**config.mk**
```make
export PLATFORM = sky130hd
export DESIGN_NAME = power_button_sequencer
export DESIGN_NICKNAME = d
export VERILOG_FILES = /design/src/pbs_pkg.sv /design/src/pbs_core.sv /design/src/power_button_sequencer.sv
export SDC_FILE = /design/constraint.sdc
export NUM_CORES = 1
export LEC_CHECK = 0
export BUFFER_PORTS_ARGS = -buffer_cell sky130_fd_sc_hd__buf_2
export CAP_MARGIN = 0
export CORE_UTILIZATION = 49
export CTS_CLUSTER_SIZE = 12
export DETAILED_ROUTE_END_ITERATION = 12
export GPL_TIMING_DRIVEN = 0
export PLACE_DENSITY_LB_ADDON = 0.1
export SETUP_SLACK_MARGIN = 0.2
export SLEW_MARGIN = 10
export SYNTH_ARGS = -nofsm -noshare
export SYNTH_HDL_FRONTEND = slang
export SYNTH_SLANG_ARGS = --single-unit
```
**constraint.sdc**
```tcl
create_clock -name clk_i -period 4.45 [get_ports clk_i]
set_clock_uncertainty 0.15 [all_clocks]
set_input_delay 0.89 -clock clk_i [delete_from_list [all_inputs] [get_ports clk_i]]
set_output_delay 0.89 -clock clk_i [all_outputs]
set_load 0.01 [all_outputs]
```
**src/pbs_pkg.sv**
```systemverilog
// Package for the power button sequencer: counter width, phase and LED mode
// codes, register map and the transaction payload structs.
// No dependencies; imported by pbs_core and power_button_sequencer.
package pbs_pkg;

  localparam int unsigned COUNTER_WIDTH = 16;
  localparam int unsigned REG_IDX_WIDTH = 2;
  localparam int unsigned PADDR_WIDTH   = REG_IDX_WIDTH + 2;

  typedef logic [COUNTER_WIDTH-1:0] cnt_t;

  // Reset values of the configuration registers.
  localparam cnt_t FLASH_PERIOD_RST    = COUNTER_WIDTH'(50000);
  localparam cnt_t PRESCALE_RELOAD_RST = COUNTER_WIDTH'(50000);
  localparam cnt_t OFF_TIMEOUT_RST     = COUNTER_WIDTH'(100);

  // Register indexes (byte address divided by four).
  typedef enum logic [REG_IDX_WIDTH-1:0] {
    REG_FLASH_PERIOD    = 2'd0,
    REG_PRESCALE_RELOAD = 2'd1,
    REG_OFF_TIMEOUT     = 2'd2
  } reg_idx_e;

  typedef enum logic [2:0] {
    PH_IDLE     = 3'd0,
    PH_PRESS    = 3'd1,
    PH_POWERED  = 3'd2,
    PH_OFFPRESS = 3'd3,
    PH_OFFWAIT  = 3'd4
  } phase_e;

  typedef enum logic [1:0] {
    LED_OFF   = 2'd0,
    LED_ON    = 2'd1,
    LED_FLASH = 2'd2
  } led_mode_e;

  // Configuration values handed to the sequencing core.
  typedef struct packed {
    cnt_t flash_period;
    cnt_t prescale_reload;
    cnt_t off_timeout;
  } pbs_cfg_t;

  typedef struct packed {
    logic tick;
    logic button_pressed;
    logic shutdown_ack;
  } pbs_in_t;

  typedef struct packed {
    logic       led_on;
    logic       relay_on;
    logic [2:0] phase;
  } pbs_out_t;

endpackage

```
**src/pbs_core.sv**
```systemverilog
// Sequencing core: timer counters, LED and relay drive, and the phase machine.
// One sample is processed per cycle in which step_i is high.
// Depends on pbs_pkg.
module pbs_core (
  input  logic               clk_i,
  input  logic               rst_ni,
  input  logic               step_i,
  input  pbs_pkg::pbs_cfg_t  cfg_i,
  input  pbs_pkg::pbs_in_t   sample_i,
  output pbs_pkg::pbs_out_t  result_o
);
  import pbs_pkg::*;

  phase_e    phase_q, phase_d;
  led_mode_e led_mode_q, led_mode_d;
  logic      relay_mode_q, relay_mode_d;
  logic      led_pin_q, led_pin_d;
  cnt_t      flash_cnt_q, flash_cnt_d;
  cnt_t      prescale_cnt_q, prescale_cnt_d;
  cnt_t      timeout_cnt_q, timeout_cnt_d;

  // State registers advance once per accepted sample.
  always_ff @(posedge clk_i or negedge rst_ni) begin
    if (!rst_ni) begin
      phase_q        <= PH_IDLE;
      led_mode_q     <= LED_OFF;
      relay_mode_q   <= 1'b0;
      led_pin_q      <= 1'b0;
      flash_cnt_q    <= '0;
      prescale_cnt_q <= '0;
      timeout_cnt_q  <= '0;
    end else if (step_i) begin
      phase_q        <= phase_d;
      led_mode_q     <= led_mode_d;
      relay_mode_q   <= relay_mode_d;
      led_pin_q      <= led_pin_d;
      flash_cnt_q    <= flash_cnt_d;
      prescale_cnt_q <= prescale_cnt_d;
      timeout_cnt_q  <= timeout_cnt_d;
    end
  end

  // Timer tick, LED drive and phase update for one sample.
  always_comb begin
    phase_d        = phase_q;
    led_mode_d     = led_mode_q;
    relay_mode_d   = relay_mode_q;
    led_pin_d      = led_pin_q;
    flash_cnt_d    = flash_cnt_q;
    prescale_cnt_d = prescale_cnt_q;
    timeout_cnt_d  = timeout_cnt_q;

    // The tick counts the flash counter down to zero and runs the off timeout.
    if (sample_i.tick) begin
      if (flash_cnt_q != '0) begin
        flash_cnt_d = flash_cnt_q - cnt_t'(1);
      end
      if (timeout_cnt_q != '0) begin
        if (prescale_cnt_q != '0) begin
          prescale_cnt_d = prescale_cnt_q - cnt_t'(1);
        end else begin
          prescale_cnt_d = cfg_i.prescale_reload;
          timeout_cnt_d  = timeout_cnt_q - cnt_t'(1);
        end
      end
    end

    // LED pin follows its mode; flashing toggles when the counter runs out.
    case (led_mode_q)
      LED_ON:  led_pin_d = 1'b1;
      LED_OFF: led_pin_d = 1'b0;
      LED_FLASH: begin
        if (flash_cnt_d == '0) begin
          led_pin_d   = ~led_pin_q;
          flash_cnt_d = cfg_i.flash_period;
        end
      end
      default: led_mode_d = LED_OFF;
    endcase

    // Phase machine.
    unique case (phase_q)
      PH_IDLE: begin
        if (sample_i.button_pressed) begin
          phase_d = PH_PRESS;
        end
      end
      PH_PRESS: begin
        if (!sample_i.button_pressed) begin
          led_mode_d   = LED_ON;
          relay_mode_d = 1'b1;
          phase_d      = PH_POWERED;
        end
      end
      PH_POWERED: begin
        if (sample_i.button_pressed) begin
          led_mode_d = LED_FLASH;
          phase_d    = PH_OFFPRESS;
        end
      end
      PH_OFFPRESS: begin
        if (!sample_i.button_pressed) begin
          timeout_cnt_d = cfg_i.off_timeout;
          phase_d       = PH_OFFWAIT;
        end
      end
      PH_OFFWAIT: begin
        if (sample_i.shutdown_ack || (timeout_cnt_d == '0)) begin
          led_mode_d    = LED_OFF;
          relay_mode_d  = 1'b0;
          timeout_cnt_d = '0;
          phase_d       = PH_IDLE;
        end
      end
      default: phase_d = PH_IDLE;
    endcase
  end

  // The relay pin reflects the mode from before this sample's phase update.
  always_comb begin
    result_o.led_on   = led_pin_d;
    result_o.relay_on = relay_mode_q;
    result_o.phase    = phase_d;
  end

endmodule

```
**src/power_button_sequencer.sv**
```systemverilog
// Power button sequencer top level: APB register file, sequencing core and
// a registered output stage with a skid entry.
// Depends on pbs_pkg and pbs_core.
//
// Usage: each input transaction is one sample (tick, button level, shutdown
// acknowledge) and yields exactly one result transaction (LED pin, relay pin,
// phase). A transaction moves on a rising edge where valid is high and stall
// is low. The result of an accepted sample is registered and appears on
// out_valid_o; one sample can be accepted every cycle while in_stall_o is low.
// The phase counters and pin state are updated in the cycle of acceptance,
// and the result is held in an output register. When the receiver stalls,
// one further result is caught in a skid register; in_stall_o rises only
// once that skid entry is full, so it is a registered signal.
// Reset clears the phase machine, counters and pins, and loads the
// registers with flash period 50000, prescale reload 50000 and off timeout
// 100. Registers sit at byte addresses 0, 4 and 8; write them while idle.
module power_button_sequencer (
  input  logic                                clk_i,
  input  logic                                rst_ni,
  input  logic                                in_valid_i,
  output logic                                in_stall_o,
  input  pbs_pkg::pbs_in_t                    in_data_i,
  output logic                                out_valid_o,
  input  logic                                out_stall_i,
  output pbs_pkg::pbs_out_t                   out_data_o,
  input  logic                                psel,
  input  logic                                penable,
  input  logic                                pwrite,
  input  logic [pbs_pkg::PADDR_WIDTH-1:0]     paddr,
  input  logic [31:0]                         pwdata,
  output logic [31:0]                         prdata,
  output logic                                pready
);
  import pbs_pkg::*;

  pbs_cfg_t cfg_q;
  reg_idx_e reg_idx;
  logic     cfg_wr;
  logic     accept;
  pbs_out_t result;
  pbs_out_t out_q, skid_q;
  logic     out_valid_q, skid_valid_q;
  logic     out_free;

  assign pready  = 1'b1;
  assign reg_idx = reg_idx_e'(paddr[PADDR_WIDTH-1:2]);
  assign cfg_wr  = psel && penable && pwrite;

  // Configuration register writes.
  always_ff @(posedge clk_i or negedge rst_ni) begin
    if (!rst_ni) begin
      cfg_q.flash_period    <= FLASH_PERIOD_RST;
      cfg_q.prescale_reload <= PRESCALE_RELOAD_RST;
      cfg_q.off_timeout     <= OFF_TIMEOUT_RST;
    end else if (cfg_wr) begin
      unique case (reg_idx)
        REG_FLASH_PERIOD:    cfg_q.flash_period    <= pwdata[COUNTER_WIDTH-1:0];
        REG_PRESCALE_RELOAD: cfg_q.prescale_reload <= pwdata[COUNTER_WIDTH-1:0];
        REG_OFF_TIMEOUT:     cfg_q.off_timeout     <= pwdata[COUNTER_WIDTH-1:0];
        default: ;
      endcase
    end
  end

  // Register read-back.
  always_comb begin
    prdata = '0;
    unique case (reg_idx)
      REG_FLASH_PERIOD:    prdata = 32'(cfg_q.flash_period);
      REG_PRESCALE_RELOAD: prdata = 32'(cfg_q.prescale_reload);
      REG_OFF_TIMEOUT:     prdata = 32'(cfg_q.off_timeout);
      default:             prdata = '0;
    endcase
  end

  // A sample is taken whenever the skid entry is empty.
  assign in_stall_o = skid_valid_q;
  assign accept     = in_valid_i && !skid_valid_q;

  pbs_core u_core (
    .clk_i    (clk_i),
    .rst_ni   (rst_ni),
    .step_i   (accept),
    .cfg_i    (cfg_q),
    .sample_i (in_data_i),
    .result_o (result)
  );

  // The output register frees up when empty or when its transaction is taken.
  assign out_free = !out_valid_q || !out_stall_i;

  // Output and skid valid flags.
  always_ff @(posedge clk_i or negedge rst_ni) begin
    if (!rst_ni) begin
      out_valid_q  <= 1'b0;
      skid_valid_q <= 1'b0;
    end else if (out_free) begin
      out_valid_q  <= skid_valid_q || accept;
      skid_valid_q <= 1'b0;
    end else if (accept) begin
      skid_valid_q <= 1'b1;
    end
  end

  // Output and skid payload.
  always_ff @(posedge clk_i) begin
    if (out_free) begin
      if (skid_valid_q) begin
        out_q <= skid_q;
      end else if (accept) begin
        out_q <= result;
      end
    end else if (accept) begin
      skid_q <= result;
    end
  end

  assign out_valid_o = out_valid_q;
  assign out_data_o  = out_q;

endmodule

```
Yosys cells after proc, flatten, opt, wreduce, memory -nomap -nowiden --
Index checks and enable logic that the tools add are counted.
Word-level totals: flip-flop bits (word level) 115, output and inout bits 40, logic and storage cells 93
Operators by class: add/subtract/negate cells 3, eq/ne operators 10, muxes and demuxes 32, bitwise operators 2, reduce and logical (&&, ||, !) cells 28
Operators by type and width (count):
- $mux 16 | 10
- $pmux 16 s3 | 1
- $reduce_bool 16->1 | 3
- $sub 16x1->16 const B | 3
- $logic_not 16->1 | 2
- $pmux 16 s2 | 1
- $mux 3 | 5
- $pmux 3 s5 | 1
- $mux 5 | 2
- $reduce_and 2->1 | 5
- $mux 2 | 4
- $eq 3x2->1 const B | 2
- $pmux 2 s3 | 1
- $reduce_bool 2->1 | 3
- $mux 1 | 5
- $eq 2x1->1 const B | 2
- $eq 2x2->1 const B | 2
- $logic_not 2->1 | 2
- $reduce_and 4->1 | 1
- $eq 3x1->1 const B | 1
- $eq 3x3->1 const B | 1
- $logic_and 1x1->1 | 3
- $logic_not 1->1 | 3
- $logic_not 3->1 | 1
- other kinds (8) | 11

Logic depth before layout (Yosys ltp) --
word-level depth 10, mapped depth 12

By module --
A second synthesis with hierarchy kept.
Second synthesis, totals: cells, all modules 701, area total of the unflattened synthesis 6834.1 um^2
Modules (own cells, without submodules):
- pbs_core | instances 1, cells an instance 498, area each 4040.1 um^2, seq. area each 1376.3 um^2
- power_button_sequencer | instances 1, cells an instance 203, area each 2793.9 um^2, seq. area each 1570.3 um^2

Least setup slack after synthesis --
No wires, ideal clock.
kind input to register, start point input port in_data_i[2] in the netlist's numbering, end point register u_core.flash_cnt_q[3], library setup time 87 ps, data arrival time 3532 ps, slack 681 ps, stages on the path 9, buffers on the path 2, path through clkbuf_1 -> nand3b_1 -> a2111oi_0 -> xnor2_1 -> nand4_1 -> nor3_1 -> clkbuf_1 -> o21ai_0 -> a22oi_1
Between the ends: cells in the longest elaborated chain, start to end 4
Ends and longest elaborated chain:
- from (decl) | line power_button_sequencer.sv:22 | input pbs_pkg::pbs_in_t in_data_i,
- $mux 16 * | line pbs_core.sv:54 | if (sample_i.tick) begin
- $logic_not 16->1 | line pbs_core.sv:73 | if (flash_cnt_d == '0) begin
- $mux 16 | line pbs_core.sv:73
- $mux 16 * | line pbs_core.sv:69 | case (led_mode_q)
- to (signal assigned) | line pbs_core.sv:37 | flash_cnt_q <= flash_cnt_d;
- to (decl) | line pbs_core.sv:18 | cnt_t flash_cnt_q, flash_cnt_d;
Mark *: on every way between the ends. The rest lies on a longest branch, timed or not. A chain may end at the register's enable or synchronous reset.

Worst setup path in the final report --
Ends and elaborated chain as after synthesis.

==> results.py <==
metrics = {
    "global_route": {
        "grt_pass1_wl_um": 31720,
        "antenna_found_initial": 0,
        "track_usage_pct": 29.49,
        "grt_max_degree": 79,
        "grt_overflow": 0,
        "grt_pass1_vias": 5799,
    },
    "power": {
        "leakage_nw": 3.337,
        "power_density_nw_per_um2": 492.6,
        "vdd_drop_max_mv": 0.2966,
    },
    "synthesis": {
        "syn_area_per_cell_um2": 9.386,
        "synth_top_area_share_pct": 32.96,
        "synth-edff-count": 10,
        "synth_ff_type": "dfrtp_1",
        "yosysTopAreaCell": "dfrtp_1",
        "netlist_area_um2": 6833,
        "yosys_warnings": 0,
        "synth_area_leaders": "dfrtp_1, mux2_2, dfstp_2, a21oi_1, edfxtp_1",
        "synth_seq_area_share_pct": 43.12,
        "postSynth.asyncResetShare_pct": 91.30,
        "ys_ff_latch": 115,
        "ys_types": 78,
        "syn_inst": 728,
    },
    "finish": {
        "stdcell_count": 1003,
        "syn_to_final_growth_pct": 17.58,
        "nets": 864,
        "drive_gt1_share_pct": 25.03,
        "antenna_cells": 0,
    },
    "sta": {
        "hold_viol": 0,
        "maxSlewHeadroom_pct": 26.72,
        "tightestPinTransition_ns": 1.097,
        "fin_crit_ns": 4.034,
        "finalCritPeriodShare_pct": 90.66,
        "fmax_mhz": 247.9,
        "setup_viol": 0,
        "layout_setup_ws_ns": 0.4156,
        "rsz0062_at_grt": "no",
        "slew_viol_final": 0,
    },
    "clocking": {
        "cts_tree": "yes",
        "htreeDepth": 4,
        "cts_buffer_depth": 2,
        "cts_setup_buffers": 0,
        "cts-root-buf": "clkbuf_16",
        "cts_sinks": 115,
        "clkTransAtPathRegs_ns": 0.06,
        "clock_latency_ns": 0.43,
        "ctsHoldBuffers": 0,
        "cts_made_buffers": 17,
    },
    "setup_path": {
        "start_kind": "primary input",
        "ff2ff_path_depth": 10,
        "regToRegSetupSlack_ns": 0.52,
        "worstPathRequired_ns": 4.63,
        "cp.arrival_ns": 4.22,
        "crit_type": "primary input to register",
        "r2r_end": "u_core.timeout_cnt_q[7]",
        "cp-end-kind": "register",
        "r2r-start": "u_core.timeout_cnt_q[5]",
        "worstPathMaxFanout": 10,
    },
    "die": {
        "core_um2": 13400,
        "initial_utilization_pct": 50.99,
        "rows": 42,
        "num_io_pins": 86,
        "chipHeight_um": 120.1,
        "die_w_um": 120.1,
        "die_area_um2": 14420,
    },
    "route": {
        "vias": 6139,
        "first_pass_iters": 6,
        "wirelength_um": 20110,
        "viasPerCell": 6.121,
        "wl_per_cell_um": 20.05,
        "ant_nets": 0,
        "drc": 0,
        "drt-initial-drc-count": 484,
    },
    "run_status": {
        "status": "finished clean",
    },
    "placement": {
        "dp_slack_ns": -0.5434,
        "portBuffers": 50,
        "hpwl_um": 14450,
        "dp_cells": 971,
        "globalplace.congestion": 0.9313,
    },
    "flow_run": {
        "drv_cap": 0,
    },
    "worst_hold_path": {
        "hold_path_class": "primary input to async pin",
    },
}
-- synthesized netlist by cell type (17+ instances only) --
master,number
mux2i_1,22
nand2_1,68
nor2_1,54
nor3_1,30
a21oi_1,61
nand3_1,18
inv_1,27
buf_4,17
mux2_2,50
dfrtp_1,90
clkbuf_1,26
o21ai_0,58
-- final cells by class --
type                       instances  area, um2
fill                            1202       5366
clock buffer                      18      439.2
inverter                          27      101.3
buffer                            53      322.8
multi-input combinational        548       3561
sequential                       115       2947
clock inverter                    14      151.4
timing repair buffer              52      291.5
tap                              176      220.2
-- how the worst max path moves through the flow --
stage                                  to                   start  cells after the start  slack (ns)
floorplan           u_core.flash_cnt_q[3]            in_data_i[2]                      9        0.68
global placement    u_core.flash_cnt_q[3]            in_data_i[2]                     10       -0.47
detailed placement  u_core.flash_cnt_q[3]            in_data_i[2]                     10       -0.54
CTS                 u_core.flash_cnt_q[3]  u_core.flash_cnt_q[10]                      9        0.28
global route        u_core.flash_cnt_q[3]            in_data_i[2]                     10        0.24
finish              u_core.flash_cnt_q[3]            in_data_i[2]                     10        0.42
-- routing by layer --
metal / global-route usage (%) / share of wire (%) / up-vias
met5: 0 / 0 / -
met4: 13.83 / 3.6 / 0
met3: 6.606 / 5.9 / 49
met2: 44.32 / 45 / 261
met1: 40.27 / 45 / 2992
li1: - / - / 2837
-- repair_timing --
action                     in CTS  in global routing
resized for setup               2                  4
pin swaps                       0                  0
setup endpoints to repair      13                 27
-- through the flow --
stage          hold WS, ns  TNS (ns)  cell area [um2]  power (mW)  utilization [%]
6_report            0.1796         0             8034       3.957            59.95
5_1_grt             0.1988         0             8034       4.154            59.95
4_1_cts             0.1856         0             8004       3.951            59.73
3_5_place_dp        0.3234    -5.960             7407       2.568            55.28
3_3_place_gp        0.3229    -5.032             7360       2.525            54.92
2_1_floorplan       0.2934         0             6889       2.223                -
-- power by group --
group,switching [mW],internal [mW]
Combinational,0.581,0.414
Clock,0.530,0.843
Sequential,0.262,1.33
Total,1.37,2.58
-- cell usage in the layout (no fill, tap or decap), drive strengths merged, types with 18 or more instances in the layout --
master / Yosys / routed
dfrtp: 90 / 90
buf: 24 / 76
a21oi: 71 / 71
nand2: 68 / 68
o21ai: 61 / 61
nor2: 55 / 55
mux2: 50 / 50
clkbuf: 26 / 44
inv: 27 / 32
nor3: 30 / 30
mux2i: 22 / 22
nand3: 18 / 18
-- cells by family after synthesis --
logic type,count (synthesis),synth area share [%]
mux,72,11.46
other cells,2,0.1099
buf+inv,80,6.207
simple gates,241,17.69
fa+ha+maj,5,0.8790
xor+xnor,4,0.5128
flops,115,43.12
compound gates,209,20.02
-- sequential cells by signal (all words and copies together), names as in the netlist --
| register | count |
|---|---|
| u_core.led_pin_q | 1 |
| in_stall_o | 1 |
| skid_q | 5 |
| u_core.prescale_cnt_q | 16 |
| out_valid_o | 1 |
| u_core.timeout_cnt_q | 16 |
| out_data_o | 5 |
| u_core.led_mode_q | 2 |
| cfg_q | 48 |
| u_core.relay_mode_q | 1 |
| u_core.phase_q | 3 |
| u_core.flash_cnt_q | 16 |
-- critical path, stage by stage --
cell and delay, ns:
buf_2 0.10, clkbuf_1 0.45, nand3b_1 0.34, a2111oi_2 0.70
xnor2_1 0.20, nand4_1 0.26, nor3_2 0.42, clkbuf_1 0.44
o21ai_0 0.19, a22oi_1 0.22
(Power assumes the default switching activity.)
